`src/rtl/u2a_pkg.sv`:
```
`default_nettype none
// ----------------------------------------------------------------------------
// u2a_pkg
// Shared types and constants for the unsigned to ASCII radix converter.
// ----------------------------------------------------------------------------
package u2a_pkg;

    // radix select codes carried on the input tuser
    typedef enum logic [1:0] {
        RADIX_DEC       = 2'd0,
        RADIX_OCT       = 2'd1,
        RADIX_HEX_LOWER = 2'd2,
        RADIX_HEX_UPPER = 2'd3
    } t_radix;

    // controller states, one-hot
    typedef enum logic [3:0] {
        S_IDLE = 4'b0001,
        S_LOAD = 4'b0010,
        S_SCAN = 4'b0100,
        S_EMIT = 4'b1000
    } t_state;

    // digit bases and character offsets
    localparam logic [4:0] DEC_BASE         = 5'd10;
    localparam logic [4:0] OCT_BASE         = 5'd8;
    localparam logic [4:0] HEX_BASE         = 5'd16;
    localparam logic [6:0] ASCII_ZERO       = 7'd48;
    localparam logic [6:0] LOWER_HEX_OFFSET = 7'd39;
    localparam logic [6:0] UPPER_HEX_OFFSET = 7'd7;

    // widths of the output item fields
    localparam int CHAR_CODE_W  = 7;
    localparam int CHAR_COUNT_W = 4;
    localparam int OUT_DATA_W   = 16;

endpackage : u2a_pkg
`default_nettype wire

```
`src/rtl/unsigned_to_ascii_radix_top.sv`:
```
`default_nettype none
// ----------------------------------------------------------------------------
// unsigned_to_ascii_radix_top
// Converts an unsigned number to ASCII digits in decimal, octal or hex,
// most significant digit first, with no leading zeros.
// ----------------------------------------------------------------------------
//  channel   dir  handshake                    payload
//  s_axis    in   i_s_axis_tvalid/o_s_axis_tready  tdata: value, tuser: radix
//  m_axis    out  o_m_axis_tvalid/i_m_axis_tready  tdata: char_code, char_count
//                                                 tlast: last
//
//  a number goes from accept through one load per input bit, a scan that
//  drops leading zeros, and the emit state, which loads one character into
//  the output register whenever that register is free
//  the next number is accepted once the last character is in the output
//  register, even while that character still waits on i_m_axis_tready
//  output stalls hold the emit sequence; i_rst_n clears all control state
// ----------------------------------------------------------------------------
module unsigned_to_ascii_radix_top
    import u2a_pkg::*;
#(
    parameter int VALUE_WIDTH = 32
) (
    input  wire logic                 i_clk,
    input  wire logic                 i_rst_n,
    input  wire logic                 i_s_axis_tvalid,
    output logic                      o_s_axis_tready,
    // bits up from 0: value [VALUE_WIDTH-1:0], zero fill to whole bytes
    input  wire logic [((VALUE_WIDTH+7)/8)*8-1:0] i_s_axis_tdata,
    // bits up from 0: radix [1:0]
    input  wire logic [1:0]           i_s_axis_tuser,
    output logic                      o_m_axis_tvalid,
    input  wire logic                 i_m_axis_tready,
    // bits up from 0: char_code [6:0], char_count [10:7], zero fill [15:11]
    output logic [OUT_DATA_W-1:0]     o_m_axis_tdata,
    output logic                      o_m_axis_tlast
);

    // digit slot count: enough for octal, the longest radix
    localparam int NDIG      = (VALUE_WIDTH + 2) / 3;
    localparam int DIG_W     = NDIG * 4;
    localparam int POS_W     = $clog2(NDIG + 1);
    localparam int CNT_W     = (POS_W > CHAR_COUNT_W) ? POS_W : CHAR_COUNT_W;
    localparam int BIT_CNT_W = $clog2(VALUE_WIDTH);
    localparam int FILL_W    = OUT_DATA_W - CHAR_CODE_W - CHAR_COUNT_W;

    t_state                  r_state, n_state;
    t_radix                  r_radix, n_radix;
    logic [VALUE_WIDTH-1:0]  r_val, n_val;
    logic [DIG_W-1:0]        r_dig, n_dig;
    logic [BIT_CNT_W-1:0]    r_bit_cnt, n_bit_cnt;
    logic [POS_W-1:0]        r_pos, n_pos;
    logic [CNT_W-1:0]        r_cnt, n_cnt;
    logic                    r_out_valid, n_out_valid;
    logic                    r_out_last, n_out_last;
    logic [CHAR_CODE_W-1:0]  r_out_code, n_out_code;
    logic [CHAR_COUNT_W-1:0] r_out_count, n_out_count;

    logic [4:0]              base;
    logic [3:0]              half;
    logic [NDIG-1:0]         ge;
    logic [NDIG-1:0]         cin;
    logic [DIG_W-1:0]        dig_step;
    logic [3:0]              top_dig;
    logic [CHAR_CODE_W-1:0]  char_code;
    logic [CNT_W-1:0]        cnt_p1;
    logic                    out_free;
    logic                    in_fire;

    assign o_s_axis_tready = (r_state == S_IDLE);
    assign in_fire         = i_s_axis_tvalid && o_s_axis_tready;
    assign out_free        = !r_out_valid || i_m_axis_tready;
    assign top_dig         = r_dig[DIG_W-1 -: 4];
    assign cnt_p1          = r_cnt + CNT_W'(1);

    // base of the selected radix
    always_comb begin
        unique case (r_radix)
            RADIX_DEC: base = DEC_BASE;
            RADIX_OCT: base = OCT_BASE;
            default:   base = HEX_BASE;
        endcase
        half = base[4:1];
    end

    // one input bit into every digit: d = 2d + carry, reduced by the base
    always_comb begin
        for (int i = 0; i < NDIG; i++) begin
            ge[i] = (r_dig[i*4 +: 4] >= half);
        end
        cin = {ge[NDIG-2:0], r_val[VALUE_WIDTH-1]};
        for (int i = 0; i < NDIG; i++) begin
            dig_step[i*4 +: 4] = 4'({1'b0, r_dig[i*4 +: 4], cin[i]}
                                    - (ge[i] ? base : 5'd0));
        end
    end

    // ascii code of the leading digit
    always_comb begin
        char_code = ASCII_ZERO + CHAR_CODE_W'(top_dig);
        if (top_dig >= 4'd10) begin
            char_code = char_code + ((r_radix == RADIX_HEX_UPPER) ?
                                     UPPER_HEX_OFFSET : LOWER_HEX_OFFSET);
        end
    end

    // sequencer
    always_comb begin
        n_state     = r_state;
        n_radix     = r_radix;
        n_val       = r_val;
        n_dig       = r_dig;
        n_bit_cnt   = r_bit_cnt;
        n_pos       = r_pos;
        n_cnt       = r_cnt;
        n_out_valid = r_out_valid;
        n_out_last  = r_out_last;
        n_out_code  = r_out_code;
        n_out_count = r_out_count;

        if (r_out_valid && i_m_axis_tready) begin
            n_out_valid = 1'b0;
        end

        unique case (r_state)
            S_IDLE: begin
                if (in_fire) begin
                    n_val     = i_s_axis_tdata[VALUE_WIDTH-1:0];
                    n_radix   = t_radix'(i_s_axis_tuser);
                    n_dig     = '0;
                    n_bit_cnt = BIT_CNT_W'(VALUE_WIDTH - 1);
                    n_state   = S_LOAD;
                end
            end
            S_LOAD: begin
                n_dig     = dig_step;
                n_val     = {r_val[VALUE_WIDTH-2:0], 1'b0};
                n_bit_cnt = r_bit_cnt - BIT_CNT_W'(1);
                if (r_bit_cnt == '0) begin
                    n_pos   = POS_W'(NDIG);
                    n_state = S_SCAN;
                end
            end
            S_SCAN: begin
                // drop leading zeros, always keep the final digit
                if (top_dig == 4'd0 && r_pos != POS_W'(1)) begin
                    n_dig = {r_dig[DIG_W-5:0], 4'd0};
                    n_pos = r_pos - POS_W'(1);
                end else begin
                    n_cnt   = '0;
                    n_state = S_EMIT;
                end
            end
            S_EMIT: begin
                if (out_free) begin
                    n_out_valid = 1'b1;
                    n_out_code  = char_code;
                    n_out_last  = (r_pos == POS_W'(1));
                    n_out_count = (r_pos == POS_W'(1)) ?
                                  cnt_p1[CHAR_COUNT_W-1:0] : '0;
                    n_dig       = {r_dig[DIG_W-5:0], 4'd0};
                    n_pos       = r_pos - POS_W'(1);
                    n_cnt       = cnt_p1;
                    if (r_pos == POS_W'(1)) begin
                        n_state = S_IDLE;
                    end
                end
            end
            default: n_state = S_IDLE;
        endcase
    end

    // control registers
    always_ff @(posedge i_clk) begin
        if (!i_rst_n) begin
            r_state     <= S_IDLE;
            r_out_valid <= 1'b0;
            r_pos       <= '0;
        end else begin
            r_state     <= n_state;
            r_out_valid <= n_out_valid;
            r_pos       <= n_pos;
        end
    end

    // payload registers
    always_ff @(posedge i_clk) begin
        r_radix     <= n_radix;
        r_val       <= n_val;
        r_dig       <= n_dig;
        r_bit_cnt   <= n_bit_cnt;
        r_cnt       <= n_cnt;
        r_out_last  <= n_out_last;
        r_out_code  <= n_out_code;
        r_out_count <= n_out_count;
    end

    assign o_m_axis_tvalid = r_out_valid;
    assign o_m_axis_tlast  = r_out_last;
    assign o_m_axis_tdata  = {{FILL_W{1'b0}}, r_out_count, r_out_code};

    // the leading decimal digit never leaves 0..9 while bits shift in
    a_dec_digit: assert property (@(posedge i_clk) disable iff (!i_rst_n)
        (r_state == S_LOAD && r_radix == RADIX_DEC) |-> (top_dig < 4'd10))
        else $error("decimal digit out of range during load");

    // a digit position is always pending while scanning or emitting
    a_pos_live: assert property (@(posedge i_clk) disable iff (!i_rst_n)
        (r_state == S_SCAN || r_state == S_EMIT) |-> (r_pos != '0))
        else $error("digit position underflow");

    // only the final character carries a count
    a_count_last: assert property (@(posedge i_clk) disable iff (!i_rst_n)
        (r_out_valid && !r_out_last) |-> (r_out_count == '0))
        else $error("character count on a non-final character");

    // emitted codes lie in the range from '0' to 'f'
    a_code_range: assert property (@(posedge i_clk) disable iff (!i_rst_n)
        r_out_valid |-> (r_out_code >= 7'd48 && r_out_code <= 7'd102))
        else $error("character code out of range");

    // the last character returns the sequencer to idle
    a_last_idle: assert property (@(posedge i_clk) disable iff (!i_rst_n)
        (r_state == S_EMIT && out_free && r_pos == POS_W'(1)) |=>
        (r_state == S_IDLE && r_out_valid && r_out_last))
        else $error("final character did not end the number");

endmodule : unsigned_to_ascii_radix_top
`default_nettype wire
```
`config.mk`:
```
export PLATFORM = sky130hd
export DESIGN_NAME = unsigned_to_ascii_radix_top
export DESIGN_NICKNAME = d
export VERILOG_FILES = /design/src/rtl/u2a_pkg.sv /design/src/rtl/unsigned_to_ascii_radix_top.sv
export SDC_FILE = /design/constraint.sdc
export NUM_CORES = 1
export LEC_CHECK = 0
export BUFFER_PORTS_ARGS = -buffer_cell sky130_fd_sc_hd__buf_2
export CAP_MARGIN = 10
export CORE_ASPECT_RATIO = 1.1
export CORE_MARGIN = 4
export CORE_UTILIZATION = 40
export DETAILED_ROUTE_END_ITERATION = 10
export SLEW_MARGIN = 20
export SYNTH_ARGS = -nofsm -noshare
export SYNTH_HDL_FRONTEND = slang
export SYNTH_SLANG_ARGS = --single-unit
export TNS_END_PERCENT = 5
```
`constraint.sdc`:
```
create_clock -name i_clk -period 4.3 [get_ports i_clk]
set_clock_uncertainty 0.1 [all_clocks]
set_input_delay 0.645 -clock i_clk [delete_from_list [all_inputs] [get_ports i_clk]]
set_output_delay 0.645 -clock i_clk [all_outputs]
set_load 0.05 [all_outputs]
```
* Word-level counts from Yosys, hierarchy flattened
Cells that the tools add are included.
** Storage, ports and cells
- Register bits after elaboration :: 108
- Bits in latches :: 0
- Bits in writable memories :: 0
- Bits in read-only memories :: 0
- Input bits :: 38
- Logic and storage cells :: 110
- Memories kept :: 0
** Cells by class
- $add $sub $neg :: 16
- $mul :: 0
- Divide/modulo/power cells :: 0
- Magnitude comparators :: 12
- Eq/ne operators :: 14
- Shifts and indexed selects :: 0
- Muxes and demuxes :: 38
- Bitwise logic cells :: 0
- Reduce and logical (&&, ||, !) cells :: 19
** Operators with widths (count)
- $pmux 44 s4 :: 1
- $mux 44 :: 3
- $mux 4 :: 21
- $pmux 32 s2 :: 1
- $ge 4x4->1 :: 11
- $sub 4x4->4 :: 11
- $mux 32 :: 1
- $pmux 5 s2 :: 2
- $pmux 4 s4 :: 1
- $pmux 4 s3 :: 1
- $ne 2x2->1 const B :: 5
- $eq 4x1->1 const B :: 2
- $pmux 4 s2 :: 1
- $reduce_and 4->1 :: 2
- $add 6x4->7 const A :: 1
- $add 7x6->7 :: 1
- $mux 7 :: 1
- $mux 6 :: 1
- $reduce_and 2->1 :: 3
- $logic_not 5->1 :: 1
- $mux 5 :: 1
- $reduce_and 5->1 :: 1
- $sub 5x1->5 const B :: 1
- $add 4x1->4 const B :: 1
- 19 further kinds :: 24

* Longest topological paths before layout
Gate-level depths: netlist of the first run.
- Depth after elaboration :: 6
- Gate-level depth with buffers :: 15
- Gate-level depth less buffers :: 13

* Worst setup path after synthesis of the first run
Ideal clock, no wire load.
- Path kind :: register to register
- Start point :: reg r_state[2]
- End point :: reg r_dig[0] (enable)
- Setup time :: 0.460 ns
- Arrival :: 3.588 ns
- Path slack :: 0.152 ns
- Cell stages (with the launch flop) :: 7
- Clock period less this slack :: 4.148 ns
- Cell sequence :: dfxtp_1 -> buf_4 -> or4b_1 -> clkbuf_1 -> buf_2 -> buf_1 -> a21oi_1
** Between the ends
- Cells in the longest elaborated chain, start to end :: 4
- Elaborated cells between the ends (all ways) :: 10
- Classes of those cells :: eq/ne (7); reduce/logical (3)
** Ends and longest elaborated chain
- start: declaration :: RTL line unsigned_to_ascii_radix_top.sv:47 : t_state r_state, n_state;
- start signal: assignment :: RTL line unsigned_to_ascii_radix_top.sv:180 : r_state <= n_state;
- $eq 4x1->1 :: RTL line unsigned_to_ascii_radix_top.sv:70, unsigned_to_ascii_radix_top.sv:125
- $logic_and 1x1->1 :: RTL line unsigned_to_ascii_radix_top.sv:71 : assign in_fire = i_s_axis_tvalid && o_s_axis_tready;
- $ne 2x1->1 (no source line)
- $reduce_and 4->1 (no source line) *
- end signal: assignment :: RTL line unsigned_to_ascii_radix_top.sv:190 : r_dig <= n_dig;
- end: declaration :: RTL line unsigned_to_ascii_radix_top.sv:50 : logic [DIG_W-1:0] r_dig, n_dig;
Mark *: on every way between the ends. The rest lies on a longest branch, timed or not.
A chain may end at the register's enable or synchronous reset.

* Worst setup path in the final report of the first run
- Start point :: reg r_radix[0]
- End point :: reg r_dig[39] (data pin)
** Between the ends
- Cells in the longest elaborated chain, start to end :: 6
- Elaborated cells between the ends (all ways) :: 8
- Classes of those cells :: add/sub (1); order compare (2); eq/ne (1); mux (3); reduce/logical (1)
** Ends and longest elaborated chain
- start: declaration :: RTL line unsigned_to_ascii_radix_top.sv:48 : t_radix r_radix, n_radix;
- start signal: assignment :: RTL line unsigned_to_ascii_radix_top.sv:188 : r_radix <= n_radix;
- $eq 2x1->1 or $logic_not 2->1 (tied branches) :: RTL line unsigned_to_ascii_radix_top.sv:78 : unique case (r_radix)
- $pmux 5 s2 * :: RTL line unsigned_to_ascii_radix_top.sv:78
- $ge 4x4->1 :: RTL line unsigned_to_ascii_radix_top.sv:89 : ge[i] = (r_dig[i*4 +: 4] >= half);
- $mux 4 :: RTL line unsigned_to_ascii_radix_top.sv:94 : - (ge[i] ? base : 5'd0));
- $sub 4x4->4 * :: RTL line unsigned_to_ascii_radix_top.sv:94
- $pmux 44 s4 * :: RTL line unsigned_to_ascii_radix_top.sv:125 : unique case (r_state)
- via n_dig[39] :: RTL line unsigned_to_ascii_radix_top.sv:50
The timed path passes the listed nets; every way through them passes the cells marked *.

==> flow_summary.ini, run 1 <==
[detailed_routing]
wl_per_cell_um = 14.7
wirelength_um = 12700
ant_nets = 0
drt_iter0_drc = 289
vias = 4570
viasPerCell = 5.28
drc_errors = 0
drt_pass1_iterations = 4

[power_and_ir_drop]
p_per_area_nw_per_um2 = 354
clkPwrFrac_pct = 33.0
swShare_pct = 27.9
peakVddDrop_uv = 183
p_sw_w = 0.000690
pwr-share-comb_pct = 14.9
pwr-share-seq_pct = 52.1
p_leak_nw = 2.86
internal_power_w = 0.00178
power_w = 0.00247

[global_routing]
grt_pass1_vias = 4471
grt_overflow = 0
grt_max_degree = 78
antenna_found_initial = 0
track_usage_pct = 14.5
grt_pass1_wl_um = 21000

[clocking]
ctsResizeCount = 0
cts_buffers = 9
clk_latency_ns = 0.36
cts_root_buffer = clkbuf_16
clkTransAtPathRegs_ns = 0.07
holdBufCountCts = 0
clockBufferDepth = 2
cts_max_level = 3
cts.sinks = 108
cts_tree = built
cts_setup_buffers = 0

[setup_path]
cp_slowest_cell = or3b_2
critPathArrivalTime_ns = 3.75
cpMostUsedCell = ha_1
required_ns = 4.30
crit_fanout = 11
cp-end-kind = register
max_stage_delay_ns = 0.47
critPathLaunchType = register
critical_path_class = reg -> reg
crit_chain = or2_2 > inv_1 > buf_4 > ha_1 > or3b_2 > maj3_1 > a21oi_1 > nor2_1 > ha_1 > ha_1 > inv_1 > nor4_1 > a221oi_1 > nand3_1

[worst_hold_path]
min-delay-path-class = in -> reg

[final_layout]
multi_input_area_um2 = 2820
seqCellArea_um2 = 3150
diodes = 0
drive_above_1_share_pct = 13.3
fillerInstances = 1447
final_cells = 865
area_delta_synth_final_pct = 11.7
final_nets = 762

[floorplanning]
coreArea_um2 = 15200
io_pins = 57
num_rows = 47
die-area_um2 = 17700
start_util_pct = 41.2
die-width_um = 127
die_h_um = 139

[synthesis]
syn_area_um2 = 6250
synthFlopType = edfxtp_1
ys_top_cells_by_area = edfxtp_1 48%, ha_1 12%, nand2_1 8.1%, nor2_1 3.1%, dfxtp_1 2.9%
yosysWarnings = 0
synth-seq-cells = 108
synth_top_area_share_pct = 47.6
synth_edf_count = 99
yosysSeqAreaShare_pct = 50.4
avgSynthCellArea_um2 = 10.0
synth_largest_area_cell = edfxtp_1
syn_inst = 624
synth.distinct_cells = 51
synthArstFlopShare_pct = 0

[sta]
finalHoldViolCount = 0
finalCritPeriodShare_pct = 87.1
slew_violations = 0
setup_tns_ns = 0
fmax_mhz = 267
relSlewSlack_pct = 30.0
setup_viol = 0
rsz0062_at_grt = false
layout_setup_ws_ns = 0.554
post-route-min-period_ns = 3.75
worst_slew_pin_slew_ns = 1.05

[place]
place.port_buffers = 51
post-dp-hpwl_um = 8480
gp_congestion = 0.858
dp_slack_ns = 0.541
place_inst = 849

[job]
maxCapViolCount = 0

[run_status]
outcome = finished, final reports clean
## path summary, 6_finish.rpt
path,start,end,slack (ns),depth (start not counted)
setup / recovery,r_radix[0],r_dig[39],0.55,14
hold / removal,i_s_axis_tuser[1],r_radix[1],0.38,1
setup reg to reg,r_radix[0],r_dig[39],0.55,14
hold reg to reg,r_val[6],r_val[7],0.41,2
## critical path: cells and delay by family, from the launching register on
kind,cells,cell delay [ns]
buf+inv,3,0.38
compound gates,2,0.45
simple gates,5,1.12
fa+ha+maj,4,1.01
flops,1,0.42
## cell usage in the layout (no fill, tap or decap), types with 3 or more instances in the layout
master and n:
buf_2 51, nor2_1 52, nand4b_1 3, inv_1 42, nand2_1 135, o21bai_1 7
nor3b_1 11, or3b_2 6, xor2_1 8, xnor2_1 8, dfxtp_1 9, a21oi_1 22
o22ai_1 20, buf_4 6, edfxtp_1 99, nand3b_1 9, o31a_1 3, and2_1 5
ha_1 60, conb_1 5, nand3_1 14, o21ai_0 24, nor4b_1 3, maj3_1 3
inv_6 3, clkbuf_16 9, nor3_1 3, nand2b_1 5, or3_1 4
## flip-flops by register name, summed over array words and instances, names as in the netlist, 4 cells and up
name,cells
r_dig,44
r_val,32
r_pos,4
r_out_code,7
r_out_count,4
r_bit_cnt,5
r_state,4
r_cnt,4
## kinds of logic (layout without fill, tap and decap cells)
logic type,count (synthesis),in the layout,synth area share (%)
buffers and inverters,75,116,4.98
XOR/XNOR,16,16,2.24
adder cells (fa/ha/maj),63,63,12.5
AND/OR/NAND/NOR,267,267,20.3
other,1,5,0.0600
AO/OA/AOI/OAI,94,94,9.53
flip-flops,108,108,50.4
## per-stage QoR
stage | area [um2] | utilization [%] | hold WS [ns]
2_1_floorplan | 6270 | - | 0.384
3_3_place_gp | 6700 | 44.2 | 0.391
3_5_place_dp | 6700 | 44.2 | 0.402
4_1_cts | 6980 | 46.0 | 0.370
5_1_grt | 6980 | 46.0 | 0.366
6_report | 6980 | 46.0 | 0.378
## final cells by class
cell class / count / area share (%)
Multi-Input combinational cell: 445 / 40.4
Sequential cell: 108 / 45.2
Tap cell: 196 / 3.51
Clock buffer: 9 / 3.23
Timing Repair Buffer: 58 / 4.59
Inverter: 42 / 2.26
Clock inverter: 7 / 0.806
## metal layers
layer  vias up  global-route usage [%]  wire [um]
li1       2275                       -          -
met1      2166                    18.4       5780
met2       106                    23.9       6100
met3        23                    2.77        549
met4         0                    6.38        270
met5         -                       0          0
## synthesized netlist by cell type, drive strengths merged (3+ instances only)
library cell  number
nand2            135
edfxtp            99
ha                60
nor2              52
inv               42
o21ai             24
a21oi             23
o22ai             20
clkbuf            17
buf               16
nand3             14
nor3b             11
dfxtp              9
nand3b             9
xnor2              8
xor2               8
o21bai             7
or3b               6
and2               5
nand2b             5
nor3               4
nor4b              4
or3                4
maj3               3
nand4b             3
o31a               3
or4b               3
## power by group through the flow
stage / clock, W / combinational [W] / sequential (W)
after floorplan: 0 / 0.000274 / 0.00130
after detailed placement: 0 / 0.000372 / 0.00131
after global routing: 0.000886 / 0.000424 / 0.00129
after global placement: 0 / 0.000355 / 0.00131
final: 0.000815 / 0.000369 / 0.00129
after CTS: 0.000840 / 0.000373 / 0.00129
Power figures use the tool's default switching activity.
==> run 2: changes to the inputs <==
--- a/config.mk
+++ b/config.mk
@@ -7,10 +7,13 @@
 export LEC_CHECK = 0
 export BUFFER_PORTS_ARGS = -buffer_cell sky130_fd_sc_hd__buf_2
 export CAP_MARGIN = 10
+export CELL_PAD_IN_SITES_DETAIL_PLACEMENT = 1
+export CELL_PAD_IN_SITES_GLOBAL_PLACEMENT = 1
 export CORE_ASPECT_RATIO = 1.1
 export CORE_MARGIN = 4
 export CORE_UTILIZATION = 40
 export DETAILED_ROUTE_END_ITERATION = 10
+export PLACE_DENSITY_LB_ADDON = 0.1
 export SLEW_MARGIN = 20
 export SYNTH_ARGS = -nofsm -noshare
 export SYNTH_HDL_FRONTEND = slang
==> flow_summary.ini, run 2 (same netlist as run 1, synthesis figures left out) <==
[run_status]
outcome = finished, final reports clean

[final_layout]
mostFrequentLayoutCells = 135 x nand2_1, 99 x edfxtp_1, 60 x ha_1, 52 x nor2_1, 51 x buf_2
fillerInstances = 1747
largest_register_ff_count = 44
final_nets = 762
layout_commonest_cell = nand2_1
regMostFlops = r_dig
multi_input_area_um2 = 2820
area_delta_synth_final_pct = 11.7
top_regs = r_dig: 44 flops, r_val: 32 flops, r_out_code: 7 flops
final_cells = 865
diodes = 0
seqCellArea_um2 = 3150
drive_above_1_share_pct = 13.3

[detailed_routing]
ant_nets = 0
drc_errors = 0
drt_iter0_drc = 196
viasPerCell = 5.31
wirelength_um = 13900
wl_per_cell_um = 16.1
vias = 4590
drt_pass1_iterations = 4

[clocking]
cts_max_level = 3
clockBufferDepth = 2
cts.sinks = 108
clk_latency_ns = 0.36
holdBufCountCts = 0
cts_buffers = 9
ctsResizeCount = 0
clkTransAtPathRegs_ns = 0.08
cts_tree = built
cts_setup_buffers = 0
cts_root_buffer = clkbuf_16

[sta]
relSlewSlack_pct = 37.1
finalCritPeriodShare_pct = 90.4
fmax_mhz = 257
slew_violations = 0
post-route-min-period_ns = 3.89
setup_viol = 0
hold_ws_ns = 0.387
setup_tns_ns = 0
rsz0062_at_grt = false
finalHoldViolCount = 0
worst_slew_pin_slew_ns = 0.940

[floorplanning]
io_pins = 57
die-area_um2 = 17700
start_util_pct = 41.2
die_h_um = 139
coreArea_um2 = 15200
die-width_um = 127
num_rows = 47

[place]
place.port_buffers = 51
gp_congestion = 0.755
place_inst = 849
post-dp-hpwl_um = 9580

[power_and_ir_drop]
power_w = 0.00252
p_per_area_nw_per_um2 = 361
p_sw_w = 0.000708
swShare_pct = 28.1
p_leak_nw = 2.86
pwr-share-seq_pct = 51.0
internal_power_w = 0.00181
pwr-share-comb_pct = 14.8
clkPwrFrac_pct = 34.2
peakVddDrop_uv = 214

[setup_path]
required_ns = 4.29
crit_fanout = 11
cp_slowest_cell = or3b_2
critPathArrivalTime_ns = 3.88
cpMostUsedCell = ha_1
max_stage_delay_ns = 0.47
crit_chain = or2_2 > inv_1 > buf_4 > ha_1 > or3b_2 > maj3_1 > a21oi_1 > nor2_1 > ha_1 > ha_1 > inv_1 > nor4_1 > a221oi_1 > nand3_1
critical_path_class = reg -> reg
critPathLaunchType = register
cp-end-kind = register

[global_routing]
grt_pass1_wl_um = 23200
antenna_found_initial = 0
grt_max_degree = 46
grt_overflow = 0
track_usage_pct = 16.1
grt_pass1_vias = 4805

[job]
maxCapViolCount = 0

[worst_hold_path]
min-delay-path-class = in -> reg
## run 2: changes by cell type in the layout (fill, tap and decap cells not counted)
cell / change
clkinv_2: -2
inv_4: +2
buf_12: -1
buf_4: +1
clkbuf_16: +1
inv_6: -1
nor3_2: +1
nor3_4: -1
## run 2: critical path, delay by kind of cell, from the launching register on
family / cells / cell delay, ns
compound gates: 2 / 0.45
fa+ha+maj: 4 / 1.03
buf+inv: 3 / 0.41
flops: 1 / 0.44
simple gates: 5 / 1.18
## run 2: per-stage QoR
step                setup slack, ns  utilization (%)  instance area (um2)
floorplan                     0.152                -                 6270
global placement              0.705             44.0                 6680
detailed placement            0.479             44.0                 6680
CTS                           0.454             46.0                 6980
global route                  0.316             46.0                 6980
finish                        0.413             46.0                 6980
## run 2: layout make-up
type                       instances  share of cell area (%)
clock buffer                      10                    3.58
clock inverter                     6                   0.717
inverter                          42                    2.26
multi-input combinational        445                    40.4
sequential                       108                    45.2
tap                              196                    3.51
timing repair buffer              58                    4.41
## run 2: path summary, 6_finish.rpt
| check | cells past startpoint | end | from | slack [ns] |
|---|---|---|---|---|
| setup / recovery | 14 | r_dig[39] | r_radix[0] | 0.41 |
| hold reg to reg | 2 | r_val[21] | r_val[20] | 0.41 |
| setup reg to reg | 14 | r_dig[39] | r_radix[0] | 0.41 |
| hold / removal | 1 | r_radix[0] | i_s_axis_tuser[0] | 0.39 |
## run 2: per-layer routing
layer | wire (um) | global-route usage (%) | share of wire (%) | vias to the layer above
li1 | - | - | - | 2274
met1 | 6580 | 20.5 | 47 | 2239
met2 | 6700 | 27.3 | 48 | 61
met3 | 363 | 2.43 | 2.6 | 16
met4 | 267 | 6.44 | 1.9 | 0
met5 | 0 | 0 | 0 | -
## run 2: power by group through the flow
stage               Combinational, W  Clock (W)  Sequential (W)
floorplan                   0.000274          0         0.00130
global placement            0.000362          0         0.00131
detailed placement          0.000378          0         0.00131
CTS                         0.000381   0.000888         0.00129
global route                0.000432   0.000922         0.00130
finish                      0.000373   0.000863         0.00129
